File: config.mk
export PLATFORM = sky130hd
export DESIGN_NAME = mandelbrot_escape_time
export DESIGN_NICKNAME = d
export VERILOG_FILES = /design/src/hw/rtl/mbet_pkg.sv /design/src/hw/rtl/mbet_mul.sv /design/src/hw/rtl/mandelbrot_escape_time.sv
export SDC_FILE = /design/constraint.sdc
export NUM_CORES = 2
export LEC_CHECK = 0
export ABC_AREA = 1
export BUFFER_PORTS_ARGS = -buffer_cell sky130_fd_sc_hd__buf_2
export CORE_MARGIN = 8
export CORE_UTILIZATION = 55
export CTS_BUF_LIST = sky130_fd_sc_hd__clkbuf_8
export CTS_CLUSTER_SIZE = 25
export DETAILED_ROUTE_END_ITERATION = 8
export PLACE_DENSITY = 0.8
export SYNTH_ARGS = -nofsm -noshare
export SYNTH_HDL_FRONTEND = slang
export SYNTH_SLANG_ARGS = --single-unit
File: constraint.sdc
create_clock -name clk -period 7.2 [get_ports clk]
set_input_delay 1.44 -clock clk [delete_from_list [all_inputs] [get_ports clk]]
set_output_delay 1.44 -clock clk [all_outputs]
set_load 0.05 [all_outputs]
File: src/hw/rtl/mbet_pkg.sv
// Shared types and constants of the escape-time point evaluator.
// No dependencies; imported by the multiplier, the top level and the checker.
package mbet_pkg;

  // Field widths fixed by the interface.
  localparam int unsigned PIX_W     = 13;
  localparam int unsigned STEP_W    = 31;
  localparam int unsigned C_W       = PIX_W + STEP_W;
  localparam int unsigned ITER_W    = 10;
  localparam int unsigned COLOR_W   = 8;
  localparam int unsigned CFG_IDX_W = 2;

  // Color map constants.
  localparam int unsigned COLOR_SCALE = 11;
  localparam int unsigned COLOR_MAX   = 255;

  // Register reset values.
  localparam logic [ITER_W-1:0] MAX_ITER_RST = ITER_W'(550);
  localparam logic [STEP_W-1:0] X_STEP_RST   = STEP_W'(223696);
  localparam logic [STEP_W-1:0] Y_STEP_RST   = STEP_W'(223696);

  // Register indexes on the configuration port.
  localparam logic [CFG_IDX_W-1:0] REG_MAX_ITER = 2'd0;
  localparam logic [CFG_IDX_W-1:0] REG_X_STEP   = 2'd1;
  localparam logic [CFG_IDX_W-1:0] REG_Y_STEP   = 2'd2;

  // Sequencer states.
  typedef enum logic [3:0] {
    ST_IDLE,
    ST_CX,
    ST_CY,
    ST_ZXY,
    ST_RANGE,
    ST_SQX,
    ST_SQY,
    ST_MAG,
    ST_FIN
  } mbet_state_t;

  // Request to the shared multiplier.
  typedef struct packed {
    logic start;
    logic neg;
  } mbet_mul_ctl_t;

endpackage

File: src/hw/rtl/mbet_mul.sv
// Shared multi-cycle signed multiplier built from four half-width limb products.
// Depends on mbet_pkg for the request struct.
module mbet_mul #(
  parameter int unsigned MW = 31
) (
  input  logic                      clk,
  input  logic                      rst,
  input  mbet_pkg::mbet_mul_ctl_t   ctl,
  input  logic [MW-1:0]             a,
  input  logic [MW-1:0]             b,
  output logic                      done,
  output logic signed [4*((MW+1)/2):0] prod
);
  import mbet_pkg::*;

  localparam int unsigned LW = (MW + 1) / 2;
  localparam int unsigned PW = 4 * LW;

  logic [2*LW-1:0] a_r;
  logic [2*LW-1:0] b_r;
  logic            neg_r;
  logic            run;
  logic [2:0]      cnt;
  logic            pp_vld;
  logic [1:0]      pp_sh;
  logic [2*LW-1:0] pp;
  logic [PW-1:0]   acc;
  logic [LW-1:0]   a_limb;
  logic [LW-1:0]   b_limb;
  logic [PW-1:0]   pp_shifted;

  // Limb selection: bit 1 of the count picks the half of a, bit 0 that of b.
  assign a_limb = cnt[1] ? a_r[2*LW-1:LW] : a_r[LW-1:0];
  assign b_limb = cnt[0] ? b_r[2*LW-1:LW] : b_r[LW-1:0];

  // Align a registered limb product to its weight.
  always_comb begin
    case (pp_sh)
      2'd0:    pp_shifted = PW'(pp);
      2'd1:    pp_shifted = PW'(pp) << LW;
      default: pp_shifted = PW'(pp) << (2 * LW);
    endcase
  end

  // Control: four limb products, a trailing accumulate, then the sign step with done.
  always_ff @(posedge clk) begin
    if (rst) begin
      run    <= 1'b0;
      cnt    <= '0;
      pp_vld <= 1'b0;
      done   <= 1'b0;
    end else begin
      done <= 1'b0;
      if (ctl.start) begin
        run    <= 1'b1;
        cnt    <= '0;
        pp_vld <= 1'b0;
      end else if (run) begin
        pp_vld <= !cnt[2];
        if (!cnt[2]) begin
          cnt <= cnt + 3'd1;
        end else if (!pp_vld) begin
          run  <= 1'b0;
          done <= 1'b1;
        end
      end
    end
  end

  // Datapath: operand capture, limb product, accumulation and final sign.
  always_ff @(posedge clk) begin
    if (ctl.start) begin
      a_r   <= (2*LW)'(a);
      b_r   <= (2*LW)'(b);
      neg_r <= ctl.neg;
      acc   <= '0;
    end else if (run) begin
      if (!cnt[2]) begin
        pp    <= a_limb * b_limb;
        pp_sh <= {1'b0, cnt[1]} + {1'b0, cnt[0]};
      end
      if (pp_vld) begin
        acc <= acc + pp_shifted;
      end
      if (cnt[2] && !pp_vld) begin
        prod <= neg_r ? -$signed({1'b0, acc}) : $signed({1'b0, acc});
      end
    end
  end

endmodule

File: src/hw/rtl/mandelbrot_escape_time.sv
// Escape-time evaluator: one pixel word in, one color word out, one word at a time.
// c is formed first with two products, then the iterations run on one shared multiplier,
// three products per iteration.
// busy stays high from accept until the done cycle; the next word is taken in the cycle after it.
// Results are strobed by done for one cycle and cannot be held off.
// Reset (rst, synchronous) returns to idle and loads the register defaults.
module mandelbrot_escape_time #(
  parameter int unsigned FRAC_BITS = 28
) (
  input  logic                                 clk,
  input  logic                                 rst,
  input  logic                                 start,
  output logic                                 busy,
  input  logic signed [mbet_pkg::PIX_W-1:0]    pixel_x,
  input  logic signed [mbet_pkg::PIX_W-1:0]    pixel_y,
  input  logic                                 cfg_valid,
  output logic                                 cfg_ready,
  input  logic [mbet_pkg::CFG_IDX_W-1:0]       cfg_index,
  input  logic [mbet_pkg::STEP_W-1:0]          cfg_data,
  output logic                                 done,
  output logic [mbet_pkg::ITER_W-1:0]          iterations,
  output logic                                 escaped,
  output logic [mbet_pkg::COLOR_W-1:0]         red,
  output logic [mbet_pkg::COLOR_W-1:0]         blue
);
  import mbet_pkg::*;

  // Operand width covers both |z| <= 2.0 and the pixel step.
  localparam int unsigned MW  = (FRAC_BITS + 2 > STEP_W) ? FRAC_BITS + 2 : STEP_W;
  localparam int unsigned LW  = (MW + 1) / 2;
  localparam int unsigned PW  = 4 * LW;
  localparam int unsigned ZW  = FRAC_BITS + 3;
  localparam int unsigned SQW = FRAC_BITS + 3;
  localparam int unsigned NW  = ((FRAC_BITS + 5 > C_W) ? FRAC_BITS + 5 : C_W) + 1;
  localparam int unsigned CLW = ITER_W + 4;

  localparam logic signed [NW-1:0] TWO   = NW'(64'd2 << FRAC_BITS);
  localparam logic signed [NW-1:0] M_TWO = -TWO;
  localparam logic [SQW:0]         FOUR  = (SQW+1)'(64'd4 << FRAC_BITS);

  mbet_state_t state, state_next;

  logic [ITER_W-1:0]        max_iterations;
  logic [STEP_W-1:0]        x_step;
  logic [STEP_W-1:0]        y_step;

  logic signed [PIX_W-1:0]  px_r;
  logic signed [PIX_W-1:0]  py_r;
  logic signed [C_W-1:0]    cx;
  logic signed [C_W-1:0]    cy;
  logic signed [ZW-1:0]     zx;
  logic signed [ZW-1:0]     zy;
  logic [SQW-1:0]           sqx;
  logic [SQW-1:0]           sqy;
  logic signed [NW-1:0]     nx;
  logic signed [NW-1:0]     ny;
  logic [ITER_W-1:0]        iter;
  logic [ITER_W-1:0]        res_iter;
  logic                     res_esc;
  logic                     issued;

  mbet_mul_ctl_t            mul_ctl;
  logic [MW-1:0]            mul_a;
  logic [MW-1:0]            mul_b;
  logic                     mul_done;
  logic signed [PW:0]       mul_prod;
  logic                     mul_state;

  logic signed [PIX_W:0]    px_ext;
  logic signed [PIX_W:0]    py_ext;
  logic [PIX_W:0]           px_mag;
  logic [PIX_W:0]           py_mag;
  logic [ZW-1:0]            zx_mag;
  logic [ZW-1:0]            zy_mag;
  logic [NW-1:0]            nx_mag;
  logic [NW-1:0]            ny_mag;

  logic signed [NW-1:0]     nx_calc;
  logic signed [NW-1:0]     ny_calc;
  logic                     out_range;
  logic                     mag_esc;
  logic                     last_iter;
  logic [CLW-1:0]           scaled;
  logic [COLOR_W-1:0]       red_val;

  // Configuration registers; the port never stalls.
  assign cfg_ready = 1'b1;

  always_ff @(posedge clk) begin
    if (rst) begin
      max_iterations <= MAX_ITER_RST;
      x_step         <= X_STEP_RST;
      y_step         <= Y_STEP_RST;
    end else if (cfg_valid && cfg_ready) begin
      unique case (cfg_index)
        REG_MAX_ITER: max_iterations <= cfg_data[ITER_W-1:0];
        REG_X_STEP:   x_step         <= cfg_data;
        REG_Y_STEP:   y_step         <= cfg_data;
        default:      ;
      endcase
    end
  end

  // Magnitudes of the multiplier operands.
  assign px_ext = {px_r[PIX_W-1], px_r};
  assign py_ext = {py_r[PIX_W-1], py_r};
  assign px_mag = px_ext[PIX_W] ? -px_ext : px_ext;
  assign py_mag = py_ext[PIX_W] ? -py_ext : py_ext;
  assign zx_mag = zx[ZW-1] ? -zx : zx;
  assign zy_mag = zy[ZW-1] ? -zy : zy;
  assign nx_mag = nx[NW-1] ? -nx : nx;
  assign ny_mag = ny[NW-1] ? -ny : ny;

  // Request and operand selection for the shared multiplier, by state.
  always_comb begin
    mul_ctl.start = mul_state && !issued;
    mul_a         = '0;
    mul_b         = '0;
    mul_ctl.neg   = 1'b0;
    case (state)
      ST_CX: begin
        mul_a       = MW'(px_mag);
        mul_b       = MW'(x_step);
        mul_ctl.neg = px_r[PIX_W-1];
      end
      ST_CY: begin
        mul_a       = MW'(py_mag);
        mul_b       = MW'(y_step);
        mul_ctl.neg = py_r[PIX_W-1];
      end
      ST_ZXY: begin
        mul_a       = MW'(zx_mag);
        mul_b       = MW'(zy_mag);
        mul_ctl.neg = zx[ZW-1] ^ zy[ZW-1];
      end
      ST_SQX: begin
        mul_a = MW'(nx_mag);
        mul_b = MW'(nx_mag);
      end
      ST_SQY: begin
        mul_a = MW'(ny_mag);
        mul_b = MW'(ny_mag);
      end
      default: ;
    endcase
  end

  mbet_mul #(
    .MW (MW)
  ) u_mul (
    .clk  (clk),
    .rst  (rst),
    .ctl  (mul_ctl),
    .a    (mul_a),
    .b    (mul_b),
    .done (mul_done),
    .prod (mul_prod)
  );

  // Next z: real part from the stored squares, imaginary part from 2*zx*zy.
  assign nx_calc = NW'(sqx) - NW'(sqy) + NW'(cx);
  assign ny_calc = NW'(mul_prod >>> (FRAC_BITS - 1)) + NW'(cy);

  // Escape tests: a coordinate beyond 2.0, or |z|^2 beyond 4.0.
  assign out_range = (nx > TWO) || (nx < M_TWO) || (ny > TWO) || (ny < M_TWO);
  assign mag_esc   = ({1'b0, sqx} + {1'b0, sqy}) > FOUR;
  assign last_iter = (iter == max_iterations - ITER_W'(1));

  // Next-state logic of the sequencer.
  always_comb begin
    state_next = state;
    unique case (state)
      ST_IDLE:  if (start) state_next = (max_iterations == '0) ? ST_FIN : ST_CX;
      ST_CX:    if (mul_done) state_next = ST_CY;
      ST_CY:    if (mul_done) state_next = ST_ZXY;
      ST_ZXY:   if (mul_done) state_next = ST_RANGE;
      ST_RANGE: state_next = out_range ? ST_FIN : ST_SQX;
      ST_SQX:   if (mul_done) state_next = ST_SQY;
      ST_SQY:   if (mul_done) state_next = ST_MAG;
      ST_MAG:   state_next = (mag_esc || last_iter) ? ST_FIN : ST_ZXY;
      ST_FIN:   state_next = ST_IDLE;
      default:  state_next = ST_IDLE;
    endcase
  end

  // Outputs of the sequencer.
  always_comb begin
    busy      = 1'b1;
    done      = 1'b0;
    mul_state = 1'b0;
    unique case (state) inside
      ST_IDLE:  busy = 1'b0;
      ST_CX, ST_CY, ST_ZXY, ST_SQX, ST_SQY: mul_state = 1'b1;
      ST_RANGE, ST_MAG: ;
      ST_FIN:   done = 1'b1;
      default:  ;
    endcase
  end

  // Sequencer state and the one-request-per-state flag.
  always_ff @(posedge clk) begin
    if (rst) begin
      state  <= ST_IDLE;
      issued <= 1'b0;
    end else begin
      state <= state_next;
      if (mul_ctl.start) begin
        issued <= 1'b1;
      end else if (mul_done) begin
        issued <= 1'b0;
      end
    end
  end

  // Point datapath.
  always_ff @(posedge clk) begin
    unique case (state)
      ST_IDLE: begin
        if (start) begin
          px_r     <= pixel_x;
          py_r     <= pixel_y;
          iter     <= '0;
          zx       <= '0;
          zy       <= '0;
          sqx      <= '0;
          sqy      <= '0;
          res_esc  <= 1'b0;
          res_iter <= '0;
        end
      end
      ST_CX:  if (mul_done) cx <= mul_prod[C_W-1:0];
      ST_CY:  if (mul_done) cy <= mul_prod[C_W-1:0];
      ST_ZXY: begin
        if (mul_done) begin
          nx <= nx_calc;
          ny <= ny_calc;
        end
      end
      ST_RANGE: begin
        if (out_range) begin
          res_esc  <= 1'b1;
          res_iter <= iter;
        end
      end
      ST_SQX: if (mul_done) sqx <= SQW'(mul_prod >>> FRAC_BITS);
      ST_SQY: if (mul_done) sqy <= SQW'(mul_prod >>> FRAC_BITS);
      ST_MAG: begin
        if (mag_esc) begin
          res_esc  <= 1'b1;
          res_iter <= iter;
        end else begin
          zx   <= ZW'(nx);
          zy   <= ZW'(ny);
          iter <= iter + ITER_W'(1);
        end
      end
      ST_FIN: ;
      default: ;
    endcase
  end

  // Color map: red saturates at full scale, blue is its complement, black inside.
  assign scaled  = CLW'(res_iter) * CLW'(COLOR_SCALE);
  assign red_val = (scaled > CLW'(COLOR_MAX)) ? COLOR_W'(COLOR_MAX) : scaled[COLOR_W-1:0];

  assign iterations = res_iter;
  assign escaped    = res_esc;
  assign red        = res_esc ? red_val : '0;
  assign blue       = res_esc ? COLOR_W'(COLOR_MAX) - red_val : '0;

endmodule

==> flow_summary.yaml <==
route:
  drc_errors: 0
  wirelength_mm: 171.8
  ant_nets: 0
  post_drt_via_cell_ratio: 5.735
  dr.pass1.iters: 6
  wire_per_inst_um: 21.23
  first_iter_violations: 5436
  vias: 46410
floorplan:
  num_io_pins: 93
  design.die.area_um2: 104600
  num_rows: 112
  core_um2: 93470
  start_util: 0.5559
  fp.dieH_um: 323.4
  die_w_um: 323.4
worst_setup_path:
  reg2regPathDepth: 26
  r2r_slack_ns: 0.34
  cpLargestDelayFamily: "adder cells"
  critical_path.endpoint_type: "register"
  worst_ep_required_time_ns: 7.71
  crit_start: "u_mul.cnt[1]"
  r2r_end: "u_mul.pp[31]"
  crit_buf_inv: 4
  slowest_stage: "fa_1"
  critPathMaxStageDelay_ns: 0.61
  worstPathMaxFanout: 9
  cp_data_arrival_time_ns: 7.37
  crit_path_frequent_cell: "fa_1"
  rr_startpoint: "u_mul.cnt[1]"
  path_depth: 26
  critical_path_class: "reg2reg"
  critPathCapture: "u_mul.pp[31]"
  startpoint_type: "register"
synthesis:
  synth-edff-count: 511
  ys_types: 71
  synth.area.top_cells: "edfxtp_1 30%, ha_1 8.5%, inv_1 8.3%"
  async_reset_ff_frac: 0
  synth_warnings: 0
  syn_area_um2: 51960
  ys_seq_elements: 658
  yosysTopAreaCellShare: 0.2953
  ys.flop_type: "edfxtp_1"
  yosysMostFrequentCell: "inv_1"
  avgSynthCellArea_um2: 7.874
  synth_top_area_cell: "edfxtp_1"
  synth_commonest_cells: "1,155 x inv_1, 1,097 x nand2_1, 958 x nor2_1"
  postSynthCellCount: 6599
  ys_seq_area_frac: 0.3519
  syn_nets: 7221
sta:
  period_needed_ns: 6.861
  skew_ns: 0.05897
  tightest_slew_ns: 1.159
  setup_tns_ns: 0
  timing.final.crit_share: 0.9528
  relSlewSlack: 0.2274
  slew_violations: 0
  hold_violations: 0
  clock.fmax_mhz: 145.8
  setup_violations: 0
  holdWs_ns: 0.4507
run:
  maxCapViolations: 0
min_path:
  hp-class: "reg2reg"
global_route:
  grt_pass1_vias: 44240
  grt_pass1_wl_mm: 259.6
  grt_max_degree: 91
  grt_overflow: 0
  grt_usage: 0.3229
  grt_antenna_before_repair: 12
finish:
  area_growth_pct: 8.929
  nets: 7361
  finalInstanceArea_um2: 56600
  layout-drive-gt1-share: 0.07548
run_status:
  outcome: "finished, final reports clean"
cts:
  cts_tree: "yes"
  cts.htree.levels: 3
  cts_hold_buf: 0
  clkTransAtPathRegs_ns: 0.06
  cts_root_buf: "clkbuf_8"
  clock_latency_ns: 0.80
  clockBufferDepth: 3
  numCtsBuffers: 110
  clock_sinks: 658
placement:
  placed_cell_area_um2: 54120
  finalWeightedCongestion: 1.014
  portBuffers: 91
  dp.final_hpwl_mm: 138.6
==> metal layers <==
| metal | part of all wire | vias up | routed length (um) | global-route usage |
|---|---|---|---|---|
| met5 | 0.00052 | - | 90 | 0 |
| met4 | 0.043 | 14 | 7376 | 0.1214 |
| met3 | 0.094 | 394 | 16220 | 0.05773 |
| met2 | 0.46 | 2265 | 78360 | 0.5265 |
| met1 | 0.41 | 21890 | 69720 | 0.4291 |
| li1 | - | 21840 | - | - |
==> how the worst min path moves through the flow <==
stage                              start     end  slack, ns  depth (start not counted)
final                     u_mul.prod[26]  cy[26]       0.45                          0
after global routing      u_mul.prod[23]  cx[23]       0.47                          0
after CTS                 u_mul.prod[26]  cy[26]       0.45                          0
after detailed placement  u_mul.prod[26]  cx[26]       0.44                          0
after global placement    u_mul.prod[26]  cx[26]       0.43                          0
after floorplan            u_mul.prod[0]   cx[0]       0.42                          0
==> cell type report <==
class                      count  area, um^2
inverter                    1178        4428
sequential                   658       18290
timing repair inverter         1       7.507
antenna                        2       5.005
clock buffer                 117        1610
tap                         1254        1569
timing repair buffer         186        1181
fill                        8400       36870
multi-input combinational   4604       28730
clock inverter                92       777.0
==> what timing repair did <==
action,4_1_cts,5_1_grt
setup buffers,0,3
resized for setup,0,22
setup endpoints to repair,0,7
==> placed cells by master, fill, tap and decap left out, types with 30 or more instances in the layout <==
| cell | count |
|---|---|
| buf_2 | 91 |
| nand4_1 | 75 |
| nor2_1 | 949 |
| clkbuf_8 | 117 |
| o21ai_1 | 53 |
| clkinv_1 | 30 |
| o21ai_0 | 369 |
| buf_4 | 94 |
| nor3_1 | 79 |
| dfxtp_1 | 145 |
| nor4_1 | 53 |
| inv_1 | 1183 |
| fa_1 | 206 |
| xor2_1 | 211 |
| xnor2_1 | 78 |
| nand3_1 | 206 |
| ha_1 | 353 |
| o22ai_1 | 39 |
| a21oi_1 | 429 |
| a31oi_1 | 61 |
| nand2_1 | 1095 |
| edfxtp_1 | 511 |
==> sequential cells by signal, indices dropped and copies added (netlist names), 13 cells and up <==
| name | flops |
|---|---|
| u_mul.prod | 65 |
| u_mul.acc | 64 |
| nx | 45 |
| ny | 45 |
| cx | 44 |
| cy | 44 |
| u_mul.pp | 32 |
| sqx | 31 |
| sqy | 31 |
| u_mul.a_r | 31 |
| u_mul.b_r | 31 |
| x_step | 31 |
| y_step | 31 |
| zx | 31 |
| zy | 31 |
| px_r | 13 |
| py_r | 13 |
==> through the flow <==
| step | util | setup slack, ns | instances |
|---|---|---|---|
| finish | 0.6056 | 0.3395 | 8092 |
| global route | 0.6055 | -0.02773 | 8090 |
| CTS | 0.6046 | 0.1164 | 8086 |
| detailed placement | 0.5790 | 0.1744 | 7877 |
| global placement | 0.5790 | 0.2136 | 7877 |
| floorplan | - | 0.5148 | 6599 |
==> kinds of logic (layout without fill, tap and decap cells) <==
kind of cell             Yosys count  after routing  synth area share
AO/OA/AOI/OAI                   1162           1162            0.1266
other                              1              3        0.00007217
buffers and inverters           1337           1574           0.09735
XOR/XNOR                         289            289           0.04871
adder cells (fa/ha/maj)          559            559            0.1644
flip-flops                       658            658            0.3519
AND/OR/NAND/NOR                 2593           2593            0.2110
Power is left out: the tool's default activity adds up to more than one toggle a clock period on the data nets, which glitch-free logic cannot reach.
